## config.mk

```make
export PLATFORM = sky130hd
export DESIGN_NAME = stable_priority_queue_core
export DESIGN_NICKNAME = d
export VERILOG_FILES = /design/src/rtl/spq_pkg.sv /design/src/rtl/stable_priority_queue_core.sv
export SDC_FILE = /design/constraint.sdc
export NUM_CORES = 1
export LEC_CHECK = 0
export BUFFER_PORTS_ARGS = -buffer_cell sky130_fd_sc_hd__buf_4
export CAP_MARGIN = 40
export CELL_PAD_IN_SITES_DETAIL_PLACEMENT = 1
export CELL_PAD_IN_SITES_GLOBAL_PLACEMENT = 1
export CORE_MARGIN = 10
export CORE_UTILIZATION = 56
export CTS_BUF_LIST = sky130_fd_sc_hd__clkbuf_2 sky130_fd_sc_hd__clkbuf_4 sky130_fd_sc_hd__clkbuf_8
export CTS_CLUSTER_SIZE = 8
export DETAILED_ROUTE_END_ITERATION = 12
export GPL_TIMING_DRIVEN = 0
export PLACE_DENSITY = 0.81
export SYNTH_ARGS = -nofsm -noshare
export SYNTH_HDL_FRONTEND = slang
export SYNTH_SLANG_ARGS = --single-unit
```

## constraint.sdc

```tcl
create_clock -name clock -period 5.01 [get_ports clock]
set_input_delay 0.501 -clock clock [delete_from_list [all_inputs] [get_ports clock]]
set_output_delay 0.501 -clock clock [all_outputs]
set_load 0.05 [all_outputs]
```

## src/rtl/spq_pkg.sv

```systemverilog
`timescale 1ns / 1ps
// ----------------------------------------------------------------------------
// spq_pkg
// Shared types and codes for the stable priority queue core.
// ----------------------------------------------------------------------------
package spq_pkg;

   typedef enum logic [1:0] {
      STATE_IDLE,
      STATE_REMOVE,
      STATE_SCAN,
      STATE_FRONT
   } state_type;

   localparam logic ACTION_INSERT = 1'b0;
   localparam logic ACTION_REMOVE = 1'b1;

   localparam logic [1:0] STATUS_DONE  = 2'd0;
   localparam logic [1:0] STATUS_EMPTY = 2'd1;
   localparam logic [1:0] STATUS_FULL  = 2'd2;

endpackage

```

## src/rtl/stable_priority_queue_core.sv

```systemverilog
`timescale 1ns / 1ps
// ----------------------------------------------------------------------------
// stable_priority_queue_core
// Bounded priority queue kept sorted in one memory, highest priority first,
// entries of equal priority in arrival order.
// ----------------------------------------------------------------------------
// Usage:
//   A request beat is taken at a rising edge with start high and busy low.
//   req_action selects insert or remove; req_item_value and req_item_priority
//   are used by an insert only. Every request yields exactly one response
//   beat, shown for one cycle with rsp_valid high; the receiver cannot stall.
// Operation:
//   Refused insert (full), remove from an empty queue and insert into an
//   empty queue: the response appears in the cycle after the request.
//   Remove: one memory read of the front entry, answered from STATE_REMOVE.
//   Insert into n entries: the scan walks back from the tail one entry per
//   cycle through the memory's read port, moving each lower-priority entry
//   up by one, and stops behind the first entry of equal or higher
//   priority; if there is none, STATE_FRONT writes the new entry in front.
//   busy is high while an item is in progress; the next request can be taken
//   in the cycle its response is shown.
// Reset:
//   Synchronous reset empties the queue at once; the memory contents are
//   left as they are, since only entries below the count are ever read.
// ----------------------------------------------------------------------------
module stable_priority_queue_core #(
   parameter int CAPACITY      = 16,
   parameter int VALUE_BITS    = 16,
   parameter int PRIORITY_BITS = 4
) (
   input  logic                               clock,
   input  logic                               reset,
   input  logic                               start,
   output logic                               busy,
   input  logic                               req_action,
   input  logic [VALUE_BITS-1:0]              req_item_value,
   input  logic [PRIORITY_BITS-1:0]           req_item_priority,
   output logic                               rsp_valid,
   output logic [VALUE_BITS-1:0]              rsp_out_value,
   output logic [1:0]                         rsp_status,
   output logic [$clog2(CAPACITY+1)-1:0]      rsp_occupancy
);

   localparam int AW = $clog2(CAPACITY);
   localparam int CW = $clog2(CAPACITY + 1);
   localparam int EW = PRIORITY_BITS + VALUE_BITS;

   spq_pkg::state_type state_ff, state_in;

   logic [AW-1:0]            head_ff, head_in;
   logic [CW-1:0]            count_ff, count_in;
   logic [AW-1:0]            scan_ff, scan_in;
   logic [VALUE_BITS-1:0]    new_value_ff, new_value_in;
   logic [PRIORITY_BITS-1:0] new_prio_ff, new_prio_in;

   logic                     rsp_valid_ff, rsp_valid_in;
   logic [VALUE_BITS-1:0]    rsp_value_ff, rsp_value_in;
   logic [1:0]               rsp_status_ff, rsp_status_in;
   logic [CW-1:0]            rsp_occ_ff, rsp_occ_in;

   // Entry memory: priority in the upper bits, value in the lower bits.
   logic [EW-1:0]            entry_mem [CAPACITY];
   logic [EW-1:0]            rd_data_ff;
   logic                     mem_we;
   logic [AW-1:0]            wr_logical, rd_logical;
   logic [EW-1:0]            mem_wdata;

   logic                     accept;
   logic                     is_full;
   logic [VALUE_BITS-1:0]    rd_value;
   logic [PRIORITY_BITS-1:0] rd_prio;
   logic                     stop_here;

   // Logical position from the front to a physical memory address.
   function automatic logic [AW-1:0] phys(input logic [AW-1:0] head,
                                          input logic [AW-1:0] lg);
      logic [AW:0] sum;
      sum = {1'b0, head} + {1'b0, lg};
      if (sum >= (AW+1)'(CAPACITY)) begin
         sum = sum - (AW+1)'(CAPACITY);
      end
      return sum[AW-1:0];
   endfunction

   assign accept    = start && !busy;
   assign is_full   = (count_ff == CW'(CAPACITY));
   assign rd_value  = rd_data_ff[VALUE_BITS-1:0];
   assign rd_prio   = rd_data_ff[VALUE_BITS +: PRIORITY_BITS];
   assign stop_here = (rd_prio >= new_prio_ff);

   // Next state.
   always_comb begin
      state_in = state_ff;
      case (state_ff)
         spq_pkg::STATE_IDLE: begin
            if (accept) begin
               if (req_action == spq_pkg::ACTION_REMOVE) begin
                  if (count_ff != '0) begin
                     state_in = spq_pkg::STATE_REMOVE;
                  end
               end else if (!is_full && count_ff != '0) begin
                  state_in = spq_pkg::STATE_SCAN;
               end
            end
         end
         spq_pkg::STATE_REMOVE: begin
            state_in = spq_pkg::STATE_IDLE;
         end
         spq_pkg::STATE_SCAN: begin
            if (stop_here) begin
               state_in = spq_pkg::STATE_IDLE;
            end else if (scan_ff == '0) begin
               state_in = spq_pkg::STATE_FRONT;
            end
         end
         spq_pkg::STATE_FRONT: begin
            state_in = spq_pkg::STATE_IDLE;
         end
         default: begin
            state_in = spq_pkg::STATE_IDLE;
         end
      endcase
   end

   // Datapath, memory control and response.
   always_comb begin
      head_in       = head_ff;
      count_in      = count_ff;
      scan_in       = scan_ff;
      new_value_in  = new_value_ff;
      new_prio_in   = new_prio_ff;
      rsp_valid_in  = 1'b0;
      rsp_value_in  = '0;
      rsp_status_in = spq_pkg::STATUS_DONE;
      rsp_occ_in    = count_ff;
      mem_we        = 1'b0;
      wr_logical    = '0;
      rd_logical    = scan_ff;
      mem_wdata     = {new_prio_ff, new_value_ff};
      case (state_ff)
         spq_pkg::STATE_IDLE: begin
            if (accept) begin
               if (req_action == spq_pkg::ACTION_REMOVE) begin
                  rd_logical = '0;
                  if (count_ff == '0) begin
                     rsp_valid_in  = 1'b1;
                     rsp_status_in = spq_pkg::STATUS_EMPTY;
                  end
               end else if (is_full) begin
                  rsp_valid_in  = 1'b1;
                  rsp_status_in = spq_pkg::STATUS_FULL;
               end else if (count_ff == '0) begin
                  mem_we       = 1'b1;
                  mem_wdata    = {req_item_priority, req_item_value};
                  count_in     = CW'(1);
                  rsp_valid_in = 1'b1;
                  rsp_occ_in   = CW'(1);
               end else begin
                  // Start the scan at the tail entry.
                  rd_logical   = AW'(count_ff - 1'b1);
                  scan_in      = AW'(count_ff - 1'b1);
                  new_value_in = req_item_value;
                  new_prio_in  = req_item_priority;
               end
            end
         end
         spq_pkg::STATE_REMOVE: begin
            head_in       = (head_ff == AW'(CAPACITY - 1)) ? '0 : head_ff + 1'b1;
            count_in      = count_ff - 1'b1;
            rsp_valid_in  = 1'b1;
            rsp_value_in  = rd_value;
            rsp_occ_in    = count_ff - 1'b1;
         end
         spq_pkg::STATE_SCAN: begin
            mem_we     = 1'b1;
            wr_logical = scan_ff + 1'b1;
            if (stop_here) begin
               count_in     = count_ff + 1'b1;
               rsp_valid_in = 1'b1;
               rsp_occ_in   = count_ff + 1'b1;
            end else begin
               // Move the lower-priority entry up by one and keep walking.
               mem_wdata = rd_data_ff;
               if (scan_ff != '0) begin
                  rd_logical = scan_ff - 1'b1;
                  scan_in    = scan_ff - 1'b1;
               end
            end
         end
         spq_pkg::STATE_FRONT: begin
            mem_we       = 1'b1;
            wr_logical   = '0;
            count_in     = count_ff + 1'b1;
            rsp_valid_in = 1'b1;
            rsp_occ_in   = count_ff + 1'b1;
         end
         default: begin
            mem_we = 1'b0;
         end
      endcase
   end

   always_ff @(posedge clock) begin
      if (mem_we) begin
         entry_mem[phys(head_ff, wr_logical)] <= mem_wdata;
      end
      rd_data_ff <= entry_mem[phys(head_ff, rd_logical)];
   end

   always_ff @(posedge clock) begin
      if (reset) begin
         state_ff     <= spq_pkg::STATE_IDLE;
         head_ff      <= '0;
         count_ff     <= '0;
         rsp_valid_ff <= 1'b0;
      end else begin
         state_ff     <= state_in;
         head_ff      <= head_in;
         count_ff     <= count_in;
         rsp_valid_ff <= rsp_valid_in;
      end
   end

   always_ff @(posedge clock) begin
      scan_ff       <= scan_in;
      new_value_ff  <= new_value_in;
      new_prio_ff   <= new_prio_in;
      rsp_value_ff  <= rsp_value_in;
      rsp_status_ff <= rsp_status_in;
      rsp_occ_ff    <= rsp_occ_in;
   end

   assign busy          = (state_ff != spq_pkg::STATE_IDLE);
   assign rsp_valid     = rsp_valid_ff;
   assign rsp_out_value = rsp_value_ff;
   assign rsp_status    = rsp_status_ff;
   assign rsp_occupancy = rsp_occ_ff;

`ifndef SYNTH
   // The count never runs past the capacity.
   assert property (@(posedge clock) disable iff (reset)
      count_ff <= CW'(CAPACITY))
      else $error("entry count exceeds capacity");

   // A remove taken while empty answers in the next cycle with the empty code.
   assert property (@(posedge clock) disable iff (reset)
      (accept && req_action == spq_pkg::ACTION_REMOVE && count_ff == '0)
      |=> (rsp_valid && rsp_status == spq_pkg::STATUS_EMPTY))
      else $error("empty remove not answered");

   // A refused insert reports a full queue.
   assert property (@(posedge clock) disable iff (reset)
      (rsp_valid && rsp_status == spq_pkg::STATUS_FULL)
      |-> (rsp_occupancy == CW'(CAPACITY)))
      else $error("full status with queue not full");

   // The scan writes only within the entries held plus the new slot.
   assert property (@(posedge clock) disable iff (reset)
      (state_ff == spq_pkg::STATE_SCAN) |-> ({1'b0, scan_ff} < CW'(count_ff)))
      else $error("scan position outside held entries");
`endif

endmodule

```

Yosys cells after proc, flatten, opt, wreduce, memory -nomap -nowiden. Memory sizes are Yosys's and may differ from the RTL's. A register that Yosys moved wholly into a read port is not among the register bits. Index checks and enable logic that the tools add are counted.

Add/sub/neg operators: 9. Bitwise operators: 3. Order comparisons: 3. Reduce and logical (&&, ||, !) cells: 17. Mux-type cells: 49. Equality and inequality tests: 10.

Operator list (number): $mux W20 (5); $mux W4 (13); $pmux W20 S2 (1); $mux W5 (5); $pmux W5 S4 (1); $mux W2 (8); $pmux W4 S2 (2); $sub A4 B1 Y4 const B (3); $mux W1 (11); $add A4 B4 Y5 (2); $ge A5 B5 Y1 const B (2); $ne A3 B3 Y1 const B (3); $add A4 B1 Y4 const B (2); $pmux W2 S3 (1); $add A5 B1 Y5 const B (1); $eq A5 B5 Y1 const B (1); $logic_not A5 Y1 (1); $reduce_and A5 Y1 (1); $reduce_bool A5 Y1 (1); $sub A5 B1 Y5 const B (1); $eq A2 B2 Y1 const B (2); $eq A4 B4 Y1 const B (1); $ge A4 B4 Y1 (1); $logic_not A4 Y1 (1); 14 further kinds (21).

Word-level logic and storage cells: 102. Register bits after elaboration: 59. Input port bits: 24. Output and inout bits: 25. Bits in writable memories: 320. Memories: 1.

Memory list: entry_mem (depth 16, bits a word 20, rd ports 1, clocked after Yosys merged registers in 1, write ports 1, line stable_priority_queue_core.sv:62) `logic [EW-1:0] entry_mem [CAPACITY];`.

Longest topological paths before layout.
Depth after elaboration: 9. Gate-level depth with buffers: 16. Mapped depth without buffers: 14.

Worst setup path before layout. OpenSTA, ideal clock, no wires.

Path type: flip-flop to flip-flop. Start point: register new_prio_ff[0]. End point: register rd_data_ff[10] (read register of entry_mem). Data arrival time: 3.738 ns. Clock period less this slack: 3.860 ns. Path slack: 1.150 ns. Buffers on the path: 2. Setup time: 0.122 ns. Cell stages (with the launch flop): 13. Required time: 4.888 ns. Cells stage by stage: edfxtp_1 ha_1 or3b_1 a221o_1 nor2_1 o21ai_0 a221o_1 ha_1 clkbuf_1 clkbuf_1 mux4_2 mux2i_1 mux2i_1.

Longest elaborated chain between the ends: 6. Elaborated cells on any way between the ends: 7. Classes of those cells: add/sub (2); order compare (2); mux (3).

RTL lines: start, declared (line stable_priority_queue_core.sv:54) `logic [PRIORITY_BITS-1:0] new_prio_ff, new_prio_in;`; start signal, assigned (line stable_priority_queue_core.sv:227) `new_prio_ff <= new_prio_in;`; $ge A4 B4 Y1 (*) (line stable_priority_queue_core.sv:89) `assign stop_here = (rd_prio >= new_prio_ff);`; $mux W4 (*); $pmux W4 S2 (*) (line stable_priority_queue_core.sv:140) `case (state_ff)`; $add A4 B4 Y5 (*) (line stable_priority_queue_core.sv:78) `sum = {1'b0, head} + {1'b0, lg};`; $sub A4 B1 Y4 or $ge A5 B5 Y1 (tied branches) (line stable_priority_queue_core.sv:80, stable_priority_queue_core.sv:79); $mux W4 (*) (line stable_priority_queue_core.sv:79) `if (sum >= (AW+1)'(CAPACITY)) begin`; end, declared (line stable_priority_queue_core.sv:63) `logic [EW-1:0] rd_data_ff;`.

Every way passes the cells marked *; elsewhere a longest branch is shown, timed or not. A chain may end at the register's enable or synchronous reset.

Worst setup path in the final report.
Start point: register new_prio_ff[0]. End point: register rd_data_ff[5] (read register of entry_mem).

The elaborated chain is that of the path after synthesis.

==> key figures <==
Clock tree
  • CTS Buf Count: 61
  • Sink Count: 399
  • Number of buffers inserted by hold repair at cts: 0
  • CTS Buffer Depth: 3
  • Clk_lat worst skew: 0.64 ns
  • Clock slew at reported path FFs: 0.07 ns
  • H-tree depth: 2
  • Postcts setup bufs: 0
  • Root Buffer: clkbuf_8
  • CTS tree: built

Setup path
  • Crit Path Max Fanout: 8
  • Crit path DAT: 5.21 ns
  • Crit. End Element: flop
  • Crit Path Class: flop to flop
  • Worst EP required: 5.48 ns
  • Startpoint Class: flop

STA
  • Setup ws final: 0.272 ns
  • Final min period: 4.74 ns
  • Period utilization: 0.946
  • Unrepaired setup endpoints after global routing: no
  • Final number of hold-violating endpoints: 0
  • Achievable Freq: 0.211 GHz
  • Worst Tran Pin Value: 0.794 ns
  • Slew Limit Headroom: 0.470
  • Final setup viols: 0
  • Max Transition Viols Final: 0
  • Fin Clk Skew: 0.0475 ns
  • Worst hold margin: 0.0593 ns

Global routing
  • Vias in the first global route: 9503
  • First-pass GRT wire length: 61.3 mm
  • Grt ovf: 0
  • Tot GR Track Use: 0.229
  • Largest net degree at the start of global routing: 18
  • Initial antenna violation count: 0

Placed design
  • Final Wtd Congestion: 0.860
  • HPWL Detailed: 26.1 mm
  • IO buf count: 48
  • Place WS: -0.00456 ns
  • Post-DP Area: 17000 um^2

Synthesis
  • Post-synth EDFFs: 344
  • Main synth FF type: edfxtp_1
  • Top-area cell type share of the netlist area: 0.656
  • Top-count cell post-synth: edfxtp_1
  • Cells after Synth: 856
  • Mapped cell area: 15800 um^2
  • Syn Area/Cell: 18.4 um^2
  • Register bit count reported by yosys: 399
  • Yosys top cell by area: edfxtp_1
  • Synth top area cells: edfxtp_1 (66%), mux4_2 (11%), dfxtp_1 (7.0%)
  • Top cells by count, synth: edfxtp_1 (344), mux4_2 (80), mux2i_1 (64), dfxtp_1 (55), nor2_1 (42)
  • Sequential area share after synthesis: 0.725
  • Synthesized Nets: 898
  • FFs w/ async S/R, synth: 0
  • Yosys warnings: 0
  • Netlist cell types: 55

Power
  • Leak Pwr: 6.48 nW
  • Power per cell area: 602 nW/um^2
  • Worst VDD drop: 0.337 mV

Cells and area
  • Area Growth Syn to Fin: 15.4%
  • Ant diodes: 0
  • Final Net Count: 1030
  • Fill count: 2429
  • Post-route cell area: 18200 um^2
  • Layout cells sized above 1: 0.279

Route
  • Routed wire length on met3: 3.20 mm
  • Vias/cell: 6.18
  • Drt first pass iters: 5
  • Routed len/inst: 28.6 um
  • Remaining DRCs: 0
  • Uppermost layer routed: met4
  • Starting DRC count in detailed routing: 920
  • WL met1: 16.3 mm
  • Via Count: 8707
  • Post-route ant nets: 0
  • Wirelength, routed: 40.3 mm
  • Met2 Wirelength: 20.0 mm

Floorplanning
  • Die height: 188 um
  • Num ports: 49
  • Chip Width: 188 um
  • Core area: 27800 um^2
  • Row cnt: 61
  • Die area: 35200 um^2
  • Starting Density: 0.567

Min path
  • Worst min path class: primary input to flop

Status
  • Status: finished clean

Job
  • Max cap viols: 0
flip-flops by register name (all words and copies together) (netlist names), 2 cells and up:
signal,count
entry_mem,320
rd_data_ff,20
new_value_ff,16
rsp_out_value,16
count_ff,5
rsp_occupancy,5
head_ff,4
new_prio_ff,4
scan_ff,4
rsp_status,2
state_ff,2
stage by stage:
step,utilization,cells,setup TNS (ns),power (mW)
after floorplan,-,856,0,6.94
after global placement,0.597,1282,0,7.90
after detailed placement,0.611,1305,-0.00525,8.22
after CTS,0.654,1411,0,11.0
after global routing,0.654,1409,0,11.4
final,0.654,1409,0,10.9
worst max-delay path: stages, from the launching register on:
cell and delay [ns]:
edfxtp_1 0.40, ha_1 0.31, or3b_1 0.42, a221o_1 0.45, nor2_1 0.22, o21ai_0 0.10
a221o_1 0.34, ha_1 0.59, clkbuf_1 0.48, buf_6 0.22, mux4_2 0.50, mux2i_1 0.38
mux2i_1 0.17
routing by layer:
metal / up-vias / track usage
met4: 0 / 0.0625
met2: 439 / 0.379
li1: 3688 / -
met5: - / 0
met3: 66 / 0.0521
met1: 4514 / 0.300
report_power, final:
group	internal [mW]	switching (mW)
clock network	1.43	1.25
logic	1.63	2.33
registers	4.17	0.128
cell type report:
type | instances | area, um^2 | area share
multi-input combinational | 378 | 4060 | 0.223
timing repair buffer | 71 | 703 | 0.0387
buffer | 43 | 189 | 0.0104
sequential | 399 | 11400 | 0.629
inverter | 34 | 128 | 0.00702
clock inverter | 10 | 60.1 | 0.00330
tap | 378 | 473 | 0.0260
clock buffer | 96 | 1130 | 0.0624
cell families (layout without fill, tap and decap cells):
| family | after synthesis | after routing | synth area share |
|---|---|---|---|
| flip-flops | 399 | 399 | 0.725 |
| adder cells (fa/ha/maj) | 18 | 18 | 0.0152 |
| buffers and inverters | 79 | 254 | 0.0200 |
| AO/OA/AOI/OAI | 79 | 79 | 0.0388 |
| XOR/XNOR | 14 | 14 | 0.00778 |
| multiplexers | 144 | 144 | 0.155 |
| AND/OR/NAND/NOR | 123 | 123 | 0.0377 |
layout by cell type, fill, tap and decap left out, drive strengths merged, types with 9 or more instances in the layout:
cell / count
edfxtp: 344
clkbuf: 131
mux4: 80
buf: 79
mux2i: 64
dfxtp: 55
nor2: 42
inv: 37
nand2: 35
a222oi: 19
a21oi: 18
and3: 17
ha: 16
xnor2: 9
o21ai: 9
timing repair:
action | CTS | global route
gates resized for setup | 4 | 10
setup endpoints to repair | 6 | 20
hold endpoints to repair | 0 | 0
final timing paths:
| kind | to | slack (ns) | start | cells past startpoint |
|---|---|---|---|---|
| max | rd_data_ff[5]$_DFF_P_ | 0.27 | new_prio_ff[0]$_DFFE_PP_ | 12 |
| max reg2reg | rd_data_ff[5]$_DFF_P_ | 0.27 | new_prio_ff[0]$_DFFE_PP_ | 12 |
| min reg2reg | rsp_out_value[6]$_SDFF_PN0_ | 0.51 | rd_data_ff[6]$_DFF_P_ | 1 |
| min | new_value_ff[12]$_DFFE_PP_ | 0.06 | req_item_value[12] | 1 |
(Power assumes the default switching activity.)
